## config.mk

```make
export PLATFORM = sky130hd
export DESIGN_NAME = ima_adpcm_nibble_decoder_flat
export DESIGN_NICKNAME = d
export VERILOG_FILES = /design/src/rtl/core/imad_pkg.sv /design/src/rtl/core/imad_in_if.sv /design/src/rtl/core/imad_out_if.sv /design/src/rtl/core/imad_cfg.sv /design/src/rtl/core/imad_core.sv /design/src/rtl/core/imad_outbuf.sv /design/src/rtl/core/ima_adpcm_nibble_decoder.sv /design/src/flat_wrapper.sv
export SDC_FILE = /design/constraint.sdc
export NUM_CORES = 1
export LEC_CHECK = 0
export BUFFER_PORTS_ARGS = -buffer_cell sky130_fd_sc_hd__buf_2
export CAP_MARGIN = 0
export CORE_MARGIN = 3
export CORE_UTILIZATION = 40
export CTS_CLUSTER_SIZE = 16
export DETAILED_ROUTE_END_ITERATION = 10
export MAX_ROUTING_LAYER = met4
export PLACE_DENSITY = 0.54
export SYNTH_ARGS = -nofsm -noshare
export SYNTH_HDL_FRONTEND = slang
export SYNTH_SLANG_ARGS = --single-unit
```

## constraint.sdc

```tcl
create_clock -name clk -period 30.9 [get_ports clk]
set_input_delay 9.27 -clock clk [delete_from_list [all_inputs] [get_ports clk]]
set_output_delay 9.27 -clock clk [all_outputs]
set_load 0.1 [all_outputs]
```

## src/rtl/core/imad_pkg.sv

```systemverilog
`default_nettype none

package imad_pkg;

    localparam int unsigned PRED_W = 16;
    localparam int unsigned POS_W = 7;
    localparam int unsigned STEP_W = 15;
    localparam int unsigned DIFF_W = 17;
    localparam int unsigned ACC_W = 18;
    localparam int unsigned APB_ADDR_W = 3;
    localparam int unsigned APB_DATA_W = 32;

    localparam logic [POS_W-1:0] STEP_MAX = 7'd88;

    typedef enum logic
    {
        REG_START_PRED = 1'b0,
        REG_START_POS  = 1'b1
    } cfg_reg_t;

    typedef struct packed
    {
        logic signed [PRED_W-1:0] start_pred;
        logic [POS_W-1:0]         start_pos;
    } cfg_t;

    typedef struct packed
    {
        logic signed [PRED_W-1:0] pred;
        logic [POS_W-1:0]         pos;
    } dec_t;

    typedef struct packed
    {
        logic signed [PRED_W-1:0] sample;
        logic [POS_W-1:0]         step_after;
        logic                     last;
    } res_t;

    typedef struct packed
    {
        res_t       first;
        res_t       second;
        logic [1:0] cnt;
    } pair_t;

    localparam logic [STEP_W-1:0] STEP_TABLE [0:88] = '{
        15'd7, 15'd8, 15'd9, 15'd10, 15'd11, 15'd12, 15'd13, 15'd14, 15'd16, 15'd17,
        15'd19, 15'd21, 15'd23, 15'd25, 15'd28, 15'd31, 15'd34, 15'd37, 15'd41, 15'd45,
        15'd50, 15'd55, 15'd60, 15'd66, 15'd73, 15'd80, 15'd88, 15'd97, 15'd107, 15'd118,
        15'd130, 15'd143, 15'd157, 15'd173, 15'd190, 15'd209, 15'd230, 15'd253, 15'd279,
        15'd307, 15'd337, 15'd371, 15'd408, 15'd449, 15'd494, 15'd544, 15'd598, 15'd658,
        15'd724, 15'd796, 15'd876, 15'd963, 15'd1060, 15'd1166, 15'd1282, 15'd1411,
        15'd1552, 15'd1707, 15'd1878, 15'd2066, 15'd2272, 15'd2499, 15'd2749, 15'd3024,
        15'd3327, 15'd3660, 15'd4026, 15'd4428, 15'd4871, 15'd5358, 15'd5894, 15'd6484,
        15'd7132, 15'd7845, 15'd8630, 15'd9493, 15'd10442, 15'd11487, 15'd12635,
        15'd13899, 15'd15289, 15'd16818, 15'd18500, 15'd20350, 15'd22385, 15'd24623,
        15'd27086, 15'd29794, 15'd32767
    };

    localparam logic signed [7:0] INDEX_MOVES [0:7] = '{
        -8'sd1, -8'sd1, -8'sd1, -8'sd1, 8'sd2, 8'sd4, 8'sd6, 8'sd8
    };

    function automatic logic [POS_W-1:0] clamp_pos(input logic [POS_W-1:0] pos);
        clamp_pos = (pos > STEP_MAX) ? STEP_MAX : pos;
    endfunction

    function automatic dec_t decode_nibble(
        input logic signed [PRED_W-1:0] pred,
        input logic [POS_W-1:0]         pos,
        input logic [3:0]               code
    );
        logic [STEP_W-1:0]       step;
        logic [DIFF_W-1:0]       diff;
        logic signed [ACC_W-1:0] acc;
        logic signed [7:0]       npos;
        dec_t                    r;
        step = STEP_TABLE[clamp_pos(pos)];
        diff = DIFF_W'(step >> 3);
        if (code[2])
        begin
            diff = diff + DIFF_W'(step);
        end
        if (code[1])
        begin
            diff = diff + DIFF_W'(step >> 1);
        end
        if (code[0])
        begin
            diff = diff + DIFF_W'(step >> 2);
        end
        if (code[3])
        begin
            acc = ACC_W'(pred) - $signed({1'b0, diff});
        end
        else
        begin
            acc = ACC_W'(pred) + $signed({1'b0, diff});
        end
        if (acc > 18'sd32767)
        begin
            r.pred = 16'sh7FFF;
        end
        else if (acc < -18'sd32768)
        begin
            r.pred = 16'sh8000;
        end
        else
        begin
            r.pred = acc[PRED_W-1:0];
        end
        npos = $signed({1'b0, clamp_pos(pos)}) + INDEX_MOVES[code[2:0]];
        if (npos < 8'sd0)
        begin
            r.pos = '0;
        end
        else if (npos > $signed({1'b0, STEP_MAX}))
        begin
            r.pos = STEP_MAX;
        end
        else
        begin
            r.pos = npos[POS_W-1:0];
        end
        decode_nibble = r;
    endfunction

endpackage

`default_nettype wire

```

## src/rtl/core/imad_in_if.sv

```systemverilog
`default_nettype none

interface imad_in_if;
    logic       valid;
    logic       ready;
    logic [7:0] packed_byte;
    logic       take_low;
    logic       take_high;
    logic       restart;

    modport source (output valid, output packed_byte, output take_low, output take_high,
                    output restart, input ready);
    modport sink (input valid, input packed_byte, input take_low, input take_high,
                  input restart, output ready);
endinterface

`default_nettype wire

```

## src/rtl/core/imad_out_if.sv

```systemverilog
`default_nettype none

interface imad_out_if;
    logic               valid;
    logic               ready;
    logic signed [15:0] sample;
    logic [6:0]         step_after;
    logic               last;

    modport source (output valid, output sample, output step_after, output last,
                    input ready);
    modport sink (input valid, input sample, input step_after, input last,
                  output ready);
endinterface

`default_nettype wire

```

## src/rtl/core/imad_cfg.sv

```systemverilog
`default_nettype none

module imad_cfg
    import imad_pkg::*;
(
    input  wire logic                  clk,
    input  wire logic                  rst_n,
    input  wire logic                  psel,
    input  wire logic                  penable,
    input  wire logic                  pwrite,
    input  wire logic [APB_ADDR_W-1:0] paddr,
    input  wire logic [APB_DATA_W-1:0] pwdata,
    output logic [APB_DATA_W-1:0]      prdata,
    output logic                       pready,
    output cfg_t                       cfg
);

    logic signed [PRED_W-1:0] start_pred_reg;
    logic [POS_W-1:0]         start_pos_reg;
    logic                     wr_en;
    cfg_reg_t                 sel;

    assign pready = 1'b1;
    assign wr_en = psel && penable && pwrite && pready;
    assign sel = cfg_reg_t'(paddr[2]);

    always_ff @(posedge clk or negedge rst_n)
    begin
        if (!rst_n)
        begin
            start_pred_reg <= '0;
            start_pos_reg <= '0;
        end
        else if (wr_en)
        begin
            case (sel)
                REG_START_PRED: start_pred_reg <= pwdata[PRED_W-1:0];
                REG_START_POS:  start_pos_reg <= pwdata[POS_W-1:0];
                default:        start_pred_reg <= start_pred_reg;
            endcase
        end
    end

    always_comb
    begin
        case (sel)
            REG_START_PRED: prdata = {{(APB_DATA_W-PRED_W){start_pred_reg[PRED_W-1]}},
                                      start_pred_reg};
            REG_START_POS:  prdata = {{(APB_DATA_W-POS_W){1'b0}}, start_pos_reg};
            default:        prdata = '0;
        endcase
    end

    assign cfg.start_pred = start_pred_reg;
    assign cfg.start_pos = start_pos_reg;

endmodule

`default_nettype wire

```

## src/rtl/core/imad_core.sv

```systemverilog
`default_nettype none

module imad_core
    import imad_pkg::*;
(
    input  wire logic clk,
    input  wire logic rst_n,
    imad_in_if.sink   item_in,
    input  cfg_t      cfg,
    input  wire logic load_ok,
    output logic      advance,
    output pair_t     pair
);

    logic                     in_vld_reg;
    logic [7:0]               byte_reg;
    logic                     low_reg;
    logic                     high_reg;
    logic                     restart_reg;
    logic signed [PRED_W-1:0] pred_reg;
    logic [POS_W-1:0]         pos_reg;

    dec_t base;
    dec_t r_lo;
    dec_t mid;
    dec_t r_hi;
    dec_t fin;
    logic in_xfer;

    assign advance = in_vld_reg && load_ok;
    assign item_in.ready = !in_vld_reg || load_ok;
    assign in_xfer = item_in.valid && item_in.ready;

    always_ff @(posedge clk or negedge rst_n)
    begin
        if (!rst_n)
        begin
            in_vld_reg <= 1'b0;
        end
        else if (item_in.ready)
        begin
            in_vld_reg <= item_in.valid;
        end
    end

    always_ff @(posedge clk)
    begin
        if (in_xfer)
        begin
            byte_reg <= item_in.packed_byte;
            low_reg <= item_in.take_low;
            high_reg <= item_in.take_high;
            restart_reg <= item_in.restart;
        end
    end

    always_comb
    begin
        if (restart_reg)
        begin
            base.pred = cfg.start_pred;
            base.pos = clamp_pos(cfg.start_pos);
        end
        else
        begin
            base.pred = pred_reg;
            base.pos = pos_reg;
        end
        r_lo = decode_nibble(base.pred, base.pos, byte_reg[3:0]);
        mid = low_reg ? r_lo : base;
        r_hi = decode_nibble(mid.pred, mid.pos, byte_reg[7:4]);
        fin = high_reg ? r_hi : mid;
    end

    always_comb
    begin
        pair.cnt = {1'b0, low_reg} + {1'b0, high_reg};
        pair.second.sample = r_hi.pred;
        pair.second.step_after = r_hi.pos;
        pair.second.last = 1'b1;
        if (low_reg)
        begin
            pair.first.sample = r_lo.pred;
            pair.first.step_after = r_lo.pos;
            pair.first.last = !high_reg;
        end
        else
        begin
            pair.first = pair.second;
        end
    end

    always_ff @(posedge clk or negedge rst_n)
    begin
        if (!rst_n)
        begin
            pred_reg <= '0;
            pos_reg <= '0;
        end
        else if (advance)
        begin
            pred_reg <= fin.pred;
            pos_reg <= fin.pos;
        end
    end

endmodule

`default_nettype wire

```

## src/rtl/core/imad_outbuf.sv

```systemverilog
`default_nettype none

module imad_outbuf
    import imad_pkg::*;
(
    input  wire logic  clk,
    input  wire logic  rst_n,
    input  wire logic  advance,
    input  pair_t      pair,
    output logic       load_ok,
    imad_out_if.source item_out
);

    res_t       slot0_reg;
    res_t       slot1_reg;
    logic [1:0] cnt_reg;
    logic       pop;

    assign item_out.valid = (cnt_reg != 2'd0);
    assign item_out.sample = slot0_reg.sample;
    assign item_out.step_after = slot0_reg.step_after;
    assign item_out.last = slot0_reg.last;
    assign pop = item_out.valid && item_out.ready;
    assign load_ok = (cnt_reg == 2'd0) || (cnt_reg == 2'd1 && item_out.ready);

    always_ff @(posedge clk or negedge rst_n)
    begin
        if (!rst_n)
        begin
            cnt_reg <= '0;
        end
        else if (advance)
        begin
            cnt_reg <= pair.cnt;
        end
        else if (pop)
        begin
            cnt_reg <= cnt_reg - 2'd1;
        end
    end

    always_ff @(posedge clk)
    begin
        if (advance)
        begin
            slot0_reg <= pair.first;
            slot1_reg <= pair.second;
        end
        else if (pop)
        begin
            slot0_reg <= slot1_reg;
        end
    end

endmodule

`default_nettype wire

```

## src/rtl/core/ima_adpcm_nibble_decoder.sv

```systemverilog
// ima adpcm 4-bit decoder, one packed byte per input transfer
// item_in carries packed_byte with take_low, take_high and restart; the low
// nibble is decoded first, then the high nibble, each only when enabled
// restart reloads predictor and step index from the two apb registers
// (start_predictor at 0x0, start_step_position at 0x4, index clamped to 88)
// before the byte is decoded
// item_out gives one transfer per decoded nibble: sample, step_after and
// last, which marks the final sample of its byte; a byte with no enabled
// nibble gives no output transfer
// an input transfer lands in the input register, is decoded combinationally
// from it and loaded into the result register, which offers its first sample
// throughput: one byte per cycle while each byte yields at most one sample
// and item_out is ready; the result register drains one sample per cycle
// while ready is high, so a byte with both nibbles holds it for both samples
// when item_out stalls, the result register and the input register fill and
// item_in.ready drops; nothing is lost
// reset clears predictor, step index, both apb registers and all valid state
`default_nettype none

module ima_adpcm_nibble_decoder
    import imad_pkg::*;
(
    input  wire logic                  clk,
    input  wire logic                  rst_n,
    input  wire logic                  psel,
    input  wire logic                  penable,
    input  wire logic                  pwrite,
    input  wire logic [APB_ADDR_W-1:0] paddr,
    input  wire logic [APB_DATA_W-1:0] pwdata,
    output logic [APB_DATA_W-1:0]      prdata,
    output logic                       pready,
    imad_in_if.sink                    item_in,
    imad_out_if.source                 item_out
);

    cfg_t  cfg;
    pair_t pair;
    logic  advance;
    logic  load_ok;

    imad_cfg u_cfg (
        .clk     (clk),
        .rst_n   (rst_n),
        .psel    (psel),
        .penable (penable),
        .pwrite  (pwrite),
        .paddr   (paddr),
        .pwdata  (pwdata),
        .prdata  (prdata),
        .pready  (pready),
        .cfg     (cfg)
    );

    imad_core u_core (
        .clk     (clk),
        .rst_n   (rst_n),
        .item_in (item_in),
        .cfg     (cfg),
        .load_ok (load_ok),
        .advance (advance),
        .pair    (pair)
    );

    imad_outbuf u_outbuf (
        .clk      (clk),
        .rst_n    (rst_n),
        .advance  (advance),
        .pair     (pair),
        .load_ok  (load_ok),
        .item_out (item_out)
    );

    a_two_first_not_last: assert property (@(posedge clk) disable iff (!rst_n)
        advance && pair.cnt == 2'd2 |=> item_out.valid && !item_out.last)
        else $error("first sample of a two-nibble byte marked last");

    a_empty_stays_empty: assert property (@(posedge clk) disable iff (!rst_n)
        advance && pair.cnt == 2'd0 && !item_out.valid |=> !item_out.valid)
        else $error("sample produced for a byte with no enabled nibble");

    a_step_range: assert property (@(posedge clk) disable iff (!rst_n)
        item_out.valid |-> item_out.step_after <= STEP_MAX)
        else $error("step index out of range");

    a_load_when_free: assert property (@(posedge clk) disable iff (!rst_n)
        advance && pair.cnt != 2'd0 |=> item_out.valid)
        else $error("decoded byte lost in result stage");

endmodule

`default_nettype wire

```

## src/flat_wrapper.sv

```systemverilog
// flat-port wrapper written by rule: the top's interface ports become plain ports
module ima_adpcm_nibble_decoder_flat import imad_pkg::*;
  (clk, rst_n, psel, penable, pwrite, paddr, pwdata, prdata, pready, item_in_valid, item_in_packed_byte, item_in_take_low, item_in_take_high, item_in_restart, item_in_ready, item_out_valid, item_out_sample, item_out_step_after, item_out_last, item_out_ready);
  imad_in_if item_in_i ();
  imad_out_if item_out_i ();
  input  wire logic clk;
  input  wire logic rst_n;
  input  wire logic psel;
  input  wire logic penable;
  input  wire logic pwrite;
  input  wire logic [APB_ADDR_W-1:0] paddr;
  input  wire logic [APB_DATA_W-1:0] pwdata;
  output logic [APB_DATA_W-1:0] prdata;
  output logic pready;
  input wire logic [$bits(item_in_i.valid)-1:0] item_in_valid;
  input wire logic [$bits(item_in_i.packed_byte)-1:0] item_in_packed_byte;
  input wire logic [$bits(item_in_i.take_low)-1:0] item_in_take_low;
  input wire logic [$bits(item_in_i.take_high)-1:0] item_in_take_high;
  input wire logic [$bits(item_in_i.restart)-1:0] item_in_restart;
  output wire logic [$bits(item_in_i.ready)-1:0] item_in_ready;
  output wire logic [$bits(item_out_i.valid)-1:0] item_out_valid;
  output wire logic [$bits(item_out_i.sample)-1:0] item_out_sample;
  output wire logic [$bits(item_out_i.step_after)-1:0] item_out_step_after;
  output wire logic [$bits(item_out_i.last)-1:0] item_out_last;
  input wire logic [$bits(item_out_i.ready)-1:0] item_out_ready;
  assign item_in_i.valid = item_in_valid;
  assign item_in_i.packed_byte = item_in_packed_byte;
  assign item_in_i.take_low = item_in_take_low;
  assign item_in_i.take_high = item_in_take_high;
  assign item_in_i.restart = item_in_restart;
  assign item_in_ready = item_in_i.ready;
  assign item_out_valid = item_out_i.valid;
  assign item_out_sample = item_out_i.sample;
  assign item_out_step_after = item_out_i.step_after;
  assign item_out_last = item_out_i.last;
  assign item_out_i.ready = item_out_ready;
  ima_adpcm_nibble_decoder u_core (.clk(clk), .rst_n(rst_n), .psel(psel), .penable(penable), .pwrite(pwrite), .paddr(paddr), .pwdata(pwdata), .prdata(prdata), .pready(pready), .item_in(item_in_i), .item_out(item_out_i));
endmodule
```

==> results.sh <==
export IMPL_syn_to_final_growth_pct=6.154
export IMPL_cap_violations=0
export IMPL_synth_edf_count=58
export IMPL_cts_resized=0
export IMPL_netlist_instances=2321
export IMPL_worst_path_max_fanout=18
export IMPL_end_kind="output pin"
export IMPL_dr_pass1_iters=5
export IMPL_synth_simple_gate_area_share_pct=19.90
export IMPL_hold_viol=0
export IMPL_clk_pin_slew_worst_paths_ns=0.08
export IMPL_synth_xor_area_share_pct=6.315
export IMPL_vias=18396
export IMPL_synth_top_family_by_area="compound AO/OA/AOI/OAI gates"
export IMPL_synth_cell_area_mm2=0.01789
export IMPL_rr_endpoint="u_core.u_outbuf.item_out.sample[0]"
export IMPL_grt_pass1_wl_mm=101.7
export IMPL_clockBufferDepth=2
export IMPL_r2r_start="u_core.u_core.restart_reg"
export IMPL_grt_use_total_pct=27.73
export IMPL_layout_drive_gt1_share_pct=11.63
export IMPL_yosysSeqAreaShare_pct=16.59
export IMPL_drtIter0Drc=1798
export IMPL_drc_errors=0
export IMPL_start_kind="input port"
export IMPL_syn_nets=2549
export IMPL_h_tree_depth=3
export IMPL_post_cts_setup_buffers=0
export IMPL_stdcell_area_mm2=0.01899
export IMPL_finClkSkew_ns=0.01758
export IMPL_hold_ws_ns=0.4833
export IMPL_nets=2553
export IMPL_slew_headroom_pct=24.92
export IMPL_initial_core_util_pct=40.99
export IMPL_cts_hold_repair_buffers=0
export IMPL_grt_ovfl_total=0
export IMPL_vias_per_cell=6.311
export IMPL_fin_crit_sh_pct=64.41
export IMPL_gp_congestion=0.9807
export IMPL_rows=76
export IMPL_required_ns=21.63
export IMPL_async_reset_ff_share_pct=45.79
export IMPL_synthAdderAreaFrac_pct=12.66
export IMPL_place_hpwl_mm=49.71
export IMPL_hold_class="register to register"
export IMPL_coreArea_mm2=0.04365
export IMPL_die_h_um=217.5
export IMPL_min_period_ns=19.90
export IMPL_die_w_um=217.5
export IMPL_rrSetupSlack_ns=11.57
export IMPL_rsz0062_at_grt="false"
export IMPL_reg2reg_depth=68
export IMPL_grt_max_degree=65
export IMPL_largest_reg_flops=23
export IMPL_n_antenna_cell=0
export IMPL_synth_top_flop_cell="edfxtp_1"
export IMPL_dpl_cell_area_mm2=0.01869
export IMPL_synth_area_leaders="ha_1 (12%), edfxtp_1 (9.7%), dfrtp_1 (6.9%), nand2_1 (4.9%), a21oi_1 (4.4%)"
export IMPL_worst_pin_slew_ns=1.121
export IMPL_clockRootBuffer="clkbuf_16"
export IMPL_crit_arrival_ns=10.63
export IMPL_slew_viol_final=0
export IMPL_yosysTopAreaCell="ha_1"
export IMPL_synth_cell_type_count=107
export IMPL_synthTopCellsByCount="nand2_1 (235), nor2_1 (212), ha_1 (165), a21oi_1 (159), o21ai_0 (148)"
export IMPL_drt_wl_total_mm=65.62
export IMPL_critPathKind="input port to output pin"
export IMPL_setup_viol=0
export IMPL_detail_route_antenna_nets=0
export IMPL_fin_setup_tns_ns=0
export IMPL_antenna_found_initial=0
export IMPL_tritoncts_num_buffers=9
export IMPL_synth_compound_area_share_pct=33.70
export IMPL_max_freq_mhz=50.25
export IMPL_io_pins=112
export IMPL_io_buffers=92
export IMPL_grt_pass1_vias=17375
export IMPL_clk_latency_ns=0.40
export IMPL_avgSynthCellArea_um2=7.708
export IMPL_wl_per_cell_um=22.51
export IMPL_cts_tree="built"
export IMPL_ys_ff_latch=107
export IMPL_status="complete, no violations"
export IMPL_synth_most_common_cell="nand2_1"
export IMPL_synth_mux_area_share_pct=5.133
export IMPL_synth_warnings=0
export IMPL_final_util_pct=43.51
export IMPL_dieArea_mm2=0.04730
export IMPL_critPathLaunch="paddr[2]"
export IMPL_cp_endpoint="prdata[17]"
export IMPL_yosysTopAreaCellShare_pct=11.54
export IMPL_clkSinkCount=107
layout make-up:
cell class	instances	area, um^2
clock buffer	9	225.2
sequential	107	2968
clock inverter	7	73.82
tap	585	732.0
fill	4463	24650
inverter	96	360.3
timing repair buffer	126	715.7
multi-input combinational	1985	13920
worst max-delay path: stages:
cell and delay, ns:
buf_2 0.23, nor2b_1 0.58, buf_2 0.55
kinds of logic after synthesis:
family,count (synthesis)
adders and majority gates,175
muxes,83
other,1
xor gates and xnor gates,129
and+or+nand+nor,750
buffers and inverters,229
DFF,107
AOI/OAI and AO/OA,847
worst min-delay path by stage:
stage                              startpoint                         to  cells past startpoint
global placement     u_core.u_core.pos_reg[0]   u_core.u_core.pos_reg[0]                      2
detailed placement   u_core.u_core.pos_reg[0]   u_core.u_core.pos_reg[0]                      2
CTS                  u_core.u_core.pos_reg[0]   u_core.u_core.pos_reg[0]                      2
global route        u_core.u_core.pred_reg[3]  u_core.u_core.pred_reg[3]                      2
finish               u_core.u_core.pos_reg[0]   u_core.u_core.pos_reg[0]                      2
floorplan            u_core.u_core.pos_reg[0]   u_core.u_core.pos_reg[0]                      2
layout by cell type (no fill, tap or decap), drive strengths merged, types with 13 or more instances in the layout:
cell type	synthesis	final
nand2b	31	31
xor2	46	46
o21bai	24	24
o221ai	19	19
a21oi	165	165
a21o	41	41
inv	92	94
o21a	44	44
mux2	60	60
or3	14	14
nand2	235	235
or2	15	15
buf	73	126
o21ai	168	168
a22oi	13	13
and2	28	28
o211ai	38	38
and3	17	17
edfxtp	58	58
xnor2	83	83
a211oi	40	40
ha	165	165
o31ai	27	27
o2111ai	14	14
o22ai	23	23
nor2	214	214
a221oi	23	23
nor4	16	16
a21boi	20	20
dfrtp	49	49
nand3	45	45
nor2b	28	28
a211o	14	14
a31oi	29	29
nor3	61	61
mux2i	22	22
per-stage QoR:
step / cells / setup slack [ns]
after floorplan: 2321 / 9.541
after global placement: 2899 / 11.00
after detailed placement: 2899 / 10.95
after CTS: 2915 / 10.95
after global routing: 2915 / 10.31
final: 2915 / 11.00
metal layers:
metal,global-route usage (%),routed length (um)
met1,37.63,30060
met2,44.40,30120
met3,3.191,3832
met4,6.632,1600
met5,-,0
Power is left out: the tool's default activity adds up to more than one toggle a clock period on the data nets, which glitch-free logic cannot reach.
